--- config.mk ---
export PLATFORM = sky130hd
export DESIGN_NAME = hset_ctrl
export DESIGN_NICKNAME = d
export VERILOG_FILES = /design/src/hset_pkg.sv /design/src/hset_ctrl.sv
export SDC_FILE = /design/constraint.sdc
export NUM_CORES = 1
export LEC_CHECK = 0
export BUFFER_PORTS_ARGS = -buffer_cell sky130_fd_sc_hd__buf_2
export CAP_MARGIN = 20
export CORE_AREA = 3 3 40 42
export DETAILED_ROUTE_END_ITERATION = 10
export DIE_AREA = 0 0 43 45
export GPL_ROUTABILITY_DRIVEN = 0
export PLACE_DENSITY = 0.67
export SLEW_MARGIN = 20
export SYNTH_ARGS = -nofsm -noshare
export SYNTH_HDL_FRONTEND = slang
export SYNTH_SLANG_ARGS = --single-unit
export TNS_END_PERCENT = 10
--- constraint.sdc ---
create_clock -name clk_i -period 1.3 [get_ports clk_i]
set_input_delay 0.195 -clock clk_i [delete_from_list [all_inputs] [get_ports clk_i]]
set_output_delay 0.195 -clock clk_i [all_outputs]
set_load 0.005 [all_outputs]
--- src/hset_pkg.sv ---
// Shared types, constants and codes for the chained hash set.
package hset_pkg;

  localparam int unsigned MaxBucketsDefault = 4096;
  localparam int unsigned PoolDepthDefault  = 4096;

  localparam int unsigned KeyW      = 63;
  localparam int unsigned RegW      = 13;
  localparam int unsigned CountW    = 13;
  localparam int unsigned StatusW   = 2;
  localparam int unsigned DivCntW   = 6;
  localparam int unsigned RemW      = RegW + 1;
  localparam int unsigned ApbDataW  = 32;
  localparam int unsigned ApbAddrW  = 3;

  localparam logic [RegW-1:0] BucketCountReset = 13'd4093;
  localparam logic [RegW-1:0] CapacityReset    = 13'd4096;

  localparam logic OP_INSERT = 1'b0;
  localparam logic OP_LOOKUP = 1'b1;

  localparam logic [StatusW-1:0] STATUS_OK   = 2'd0;
  localparam logic [StatusW-1:0] STATUS_DUP  = 2'd1;
  localparam logic [StatusW-1:0] STATUS_FULL = 2'd2;

  localparam logic REG_BUCKET_COUNT = 1'b0;
  localparam logic REG_CAPACITY     = 1'b1;

  typedef enum logic [2:0] {
    ST_CLEAR,
    ST_IDLE,
    ST_DIV,
    ST_HEAD_CHK,
    ST_ENT_CHK,
    ST_RESULT
  } hset_state_e;

  typedef struct packed {
    logic               clr_step;
    logic               load;
    logic               div_step;
    logic               claim;
    logic               head_rd;
    logic               head_set;
    logic               ent_rd_head;
    logic               ent_rd_link;
    logic               link_set;
    logic               res_set;
    logic               res_found;
    logic [StatusW-1:0] res_status;
    logic               res_load;
  } hset_cmd_t;

  typedef struct packed {
    logic clr_done;
    logic div_done;
    logic is_lookup;
    logic full;
    logic head_valid;
    logic key_match;
    logic link_valid;
    logic out_free;
  } hset_sts_t;

endpackage

--- src/hset_ctrl.sv ---
// Controller state machine sequencing modulo, chain walk and result.
module hset_ctrl (
  input  logic                clk_i,
  input  logic                rst_ni,
  input  logic                in_valid_i,
  output logic                in_ready_o,
  input  hset_pkg::hset_sts_t sts_i,
  output hset_pkg::hset_cmd_t cmd_o
);
  import hset_pkg::*;

  hset_state_e state_q, state_d;

  always_ff @(posedge clk_i or negedge rst_ni) begin
    if (!rst_ni) begin
      state_q <= ST_CLEAR;
    end else begin
      state_q <= state_d;
    end
  end

  always_comb begin
    state_d = state_q;
    unique case (state_q)
      ST_CLEAR: begin
        if (sts_i.clr_done) state_d = ST_IDLE;
      end
      ST_IDLE: begin
        if (in_valid_i) state_d = ST_DIV;
      end
      ST_DIV: begin
        if (sts_i.div_done) begin
          if (!sts_i.is_lookup && sts_i.full) state_d = ST_RESULT;
          else state_d = ST_HEAD_CHK;
        end
      end
      ST_HEAD_CHK: begin
        if (!sts_i.head_valid) state_d = ST_RESULT;
        else state_d = ST_ENT_CHK;
      end
      ST_ENT_CHK: begin
        if (sts_i.key_match || !sts_i.link_valid) state_d = ST_RESULT;
      end
      ST_RESULT: begin
        if (sts_i.out_free) state_d = ST_IDLE;
      end
      default: state_d = ST_CLEAR;
    endcase
  end

  always_comb begin
    cmd_o      = '0;
    in_ready_o = 1'b0;
    unique case (state_q)
      ST_CLEAR: cmd_o.clr_step = 1'b1;
      ST_IDLE: begin
        in_ready_o = 1'b1;
        cmd_o.load = in_valid_i;
      end
      ST_DIV: begin
        if (!sts_i.div_done) begin
          cmd_o.div_step = 1'b1;
        end else if (!sts_i.is_lookup && sts_i.full) begin
          cmd_o.res_set    = 1'b1;
          cmd_o.res_status = STATUS_FULL;
        end else begin
          cmd_o.head_rd = 1'b1;
          cmd_o.claim   = !sts_i.is_lookup;
        end
      end
      ST_HEAD_CHK: begin
        if (!sts_i.head_valid) begin
          cmd_o.res_set  = 1'b1;
          cmd_o.head_set = !sts_i.is_lookup;
        end else begin
          cmd_o.ent_rd_head = 1'b1;
        end
      end
      ST_ENT_CHK: begin
        if (sts_i.key_match) begin
          cmd_o.res_set    = 1'b1;
          cmd_o.res_found  = 1'b1;
          cmd_o.res_status = sts_i.is_lookup ? STATUS_OK : STATUS_DUP;
        end else if (!sts_i.link_valid) begin
          cmd_o.res_set  = 1'b1;
          cmd_o.link_set = !sts_i.is_lookup;
        end else begin
          cmd_o.ent_rd_link = 1'b1;
        end
      end
      ST_RESULT: cmd_o.res_load = sts_i.out_free;
      default: cmd_o = '0;
    endcase
  end

endmodule

# Word-level counts from Yosys, hierarchy flattened
# Index checks and enable logic that the tools add are counted.
# Widths: inputs -> output; s select.
[word_totals]
register_bits = 3
input_bits = 11
out_inout_bits = 15
wordCells = 51
[classes]
eq_ne = 10
n_mux = 34
reduce_logical = 6
[op_table]
columns = ["op", "n"]
rows = [
  ["$mux 3", 8],
  ["$pmux 3 s6", 1],
  ["$mux 2", 8],
  ["$mux 1", 15],
  ["$ne 2x2->1 const B", 5],
  ["$eq 3x2->1 const B", 2],
  ["$eq 3x3->1 const B", 2],
  ["$reduce_and 5->1", 1],
  ["$pmux 2 s2", 1],
  ["$eq 3x1->1 const B", 1],
  ["$logic_not 3->1", 1],
  ["$pmux 1 s3", 1],
  ["$logic_not 1->1", 2],
  ["$logic_and 1x1->1", 1],
  ["$logic_or 1x1->1", 1],
]

# Depth between registers and ports, before layout
[depth]
word_depth = 5
mapped_depth = 4
mapped_depth_nobuf = 3

# Least setup slack after synthesis
# Ideal clock, no wire load.
[synth_path]
path_kind = "flip-flop to output port"
start = "register state_q[2]"
end = "output cmd_o[8] in the netlist's numbering"
t_arrival_ns = 1.044
required_ns = 1.105
slack_ns = 0.061
path_stages_with_launch = 5
path_buffers = 1
path_cell_list = "dfrtp_1 -> buf_6 -> nand2b_4 -> or3_4 -> nor2_2"
[synth_rtl]
columns = ["item", "line_no", "rtl"]
rows = [
  ["start: declaration", "hset_ctrl.sv:12", "hset_state_e state_q, state_d;"],
  ["start signal: assignment", "hset_ctrl.sv:18", "state_q <= state_d;"],
  ["end: declaration", "hset_ctrl.sv:8", "output hset_pkg::hset_cmd_t cmd_o"],
]

==> flow_metrics.env <==
export IMPL_maxCapViolations=0
export IMPL_hold_viol=0
export IMPL_wl_per_cell_um=12.2
export IMPL_io_pins=26
export IMPL_synth_warnings=0
export IMPL_synth_fp_nets=53
export IMPL_diodes=0
export IMPL_fin_tns_setup_ns=-1.91
export IMPL_outcome="complete, but fails checks"
export IMPL_p_sw_uw=451
export IMPL_powerDensity_nw_per_um2=1790
export IMPL_p_sw_frac=0.405
export IMPL_grt_pass1_vias=424
export IMPL_cp_end_kind="output pin"
export IMPL_whs_ns=0.280
export IMPL_antenna_found_initial=0
export IMPL_ys_ff_latch=3
export IMPL_clock_sinks=3
export IMPL_grt_use_total=0.116
export IMPL_clk_path_buf_depth=2
export IMPL_slew_headroom=0.797
export IMPL_cts_tree="yes"
export IMPL_first_pass_iters=5
export IMPL_netlist_area_um2=345
export IMPL_first_iter_violations=5
export IMPL_yosys_cell_types_count=24
export IMPL_fin_crit_sh=1.20
export IMPL_drc=0
export IMPL_period_minus_slack_ns=1.56
export IMPL_hp_class="input pin to async pin"
export IMPL_synth_top_area_frac=0.217
export IMPL_critPathArrivalTime_ns=1.36
export IMPL_io_buffers=25
export IMPL_grt_max_degree=8
export IMPL_rsz0062_at_grt="yes"
export IMPL_maxSlewViolCount=0
export IMPL_critPathKind="flip-flop to output pin"
export IMPL_grt_pass1_wl_um=1690
export IMPL_power_frac_clock=0.149
export IMPL_synthesis_instances=42
export IMPL_die_area_um2=1940
export IMPL_vias=452
export IMPL_largest_reg_flops=3
export IMPL_critical_path_required_ns=1.11
export IMPL_cts_root_buf="clkbuf_4"
export IMPL_cts_max_level=1
export IMPL_drt_vias_per_instance=4.86
export IMPL_failed_checks="setup timing"
export IMPL_multi_input_area_um2=285
export IMPL_netlist_top_cell_by_area="dfrtp_1"
export IMPL_p_int_uw=662
export IMPL_area_delta_synth_final_pct=80.4
export IMPL_fin_nets=90
export IMPL_fmax_ghz=0.642
export IMPL_pwr_share_seq=0.195
export IMPL_p_leak_nw=0.326
export IMPL_dp_final_hpwl_um=774
export IMPL_timing_final_ws_setup_ns=-0.258
export IMPL_clock_skew_ns=0.00461
export IMPL_fin_total_pwr_mw=1.11
export IMPL_reg_top3="state_q x3"
export IMPL_layout_common_cells="25 x buf_2, 8 x buf_4, 4 x nor3_2"
export IMPL_top_register="state_q"
export IMPL_routed_wl_um=1130
export IMPL_setup_violations=15
export IMPL_ys_top_cells_by_area="dfrtp_1 22%, nor3_1 10%, buf_6 6.5%, nor2b_1 5.4%, o311ai_2 4.7%"
export IMPL_rows=13
export IMPL_tightest_slew_ns=0.305
export IMPL_final_common_cell="buf_2"
export IMPL_ir_worst_vdd_mv=0.991
export IMPL_cts_buffers=3
export IMPL_drtAntennaViolNets=0
export IMPL_p_comb_frac=0.656
export IMPL_clk_latency_ns=0.23
export IMPL_die_h_um=45
export IMPL_coreArea_um2=1280
export IMPL_cp_max_fo=4
export IMPL_fillerInstances=131
export IMPL_grt_ovfl_total=0
export IMPL_synth_seq_area_share=0.217
export IMPL_die_w_um=43
export IMPL_synth_avg_cell_area_um2=8.22
export IMPL_initial_core_util=0.269
export IMPL_critPathLaunchType="flip-flop"
export IMPL_drive_above_1_share=0.705
export IMPL_clkTransAtPathRegs_ns=0.04
export IMPL_seq_area_um2=78.8
-- layer usage --
layer / GRT usage / part of all wire
met5: 0 / 0
met4: 0.0361 / 0
met3: 0.0279 / 0.058
met2: 0.195 / 0.56
met1: 0.148 / 0.38
-- final timing paths --
| check | start | end | slack (ns) | cells past startpoint |
|---|---|---|---|---|
| min in group clk_i | sts_i[0] | state_q[2]$_DFFE_PN0P_ | 0.31 | 3 |
| max in group asynchronous | rst_ni | state_q[1]$_DFFE_PN0P_ | 0.90 | 2 |
| hold / removal | rst_ni | state_q[0]$_DFFE_PN0P_ | 0.28 | 2 |
| hold reg to reg | state_q[1]$_DFFE_PN0P_ | state_q[0]$_DFFE_PN0P_ | 0.74 | 2 |
| setup reg to reg | state_q[2]$_DFFE_PN0P_ | state_q[0]$_DFFE_PN0P_ | 0.07 | 3 |
| setup / recovery | state_q[2]$_DFFE_PN0P_ | cmd_o[4] | -0.26 | 4 |
-- final cells by class --
type	count	area share
inverters	2	0.0120
clock buffers	4	0.0422
multi-input cells	34	0.458
flip-flops and latches	3	0.127
repair buffers	35	0.331
well taps	15	0.0301
-- Yosys cell counts --
cell / number
a21o_1: 2
a21oi_1: 1
a222oi_1: 1
and2_1: 2
and3_1: 1
buf_2: 1
buf_6: 2
dfrtp_1: 3
inv_1: 2
nand2_1: 2
nand2b_1: 2
nand2b_4: 1
nand3_2: 1
nor2_1: 2
nor2_2: 1
nor2b_1: 3
nor2b_2: 1
nor3_1: 7
nor3b_2: 1
nor4b_1: 1
o21ai_0: 1
o22ai_1: 2
o311ai_2: 1
or3_4: 1
-- worst max-delay path, stage by stage (launching register included) --
cell	delay, ns
dfrtp_2	0.43
nand2b_4	0.15
or3_4	0.34
o311ai_2	0.07
buf_2	0.15
-- per-stage QoR --
step	util	instances	setup slack (ns)	cell area (µm²)
floorplan	-	42	0.0609	345
global placement	0.406	87	-0.0216	522
detailed placement	0.406	87	-0.0622	522
CTS	0.458	93	-0.243	588
global route	0.485	93	-0.321	623
finish	0.485	93	-0.258	623
-- cells by family after synthesis --
kind of cell,after synthesis,synth area share
simple gates,26,0.496
flops,3,0.217
compound gates,8,0.185
buf+inv,5,0.101
-- power by group through the flow --
| stage | sequential [mW] | clock (mW) | combinational [mW] |
|---|---|---|---|
| after floorplan | 0.148 | 0 | 0.398 |
| after global placement | 0.186 | 0 | 0.604 |
| after detailed placement | 0.187 | 0 | 0.606 |
| after CTS | 0.188 | 0.171 | 0.654 |
| after global routing | 0.226 | 0.183 | 0.797 |
| final | 0.217 | 0.166 | 0.730 |
-- repair_timing --
action,in CTS,in global routing
gates resized for setup,5,10
setup endpoints to repair,15,15
pin swaps,0,1
endpoints found under the hold margin,3,0
buffers inserted,1,0
hold buffers,1,0
Note: power is estimated with default switching activity, not from simulation.
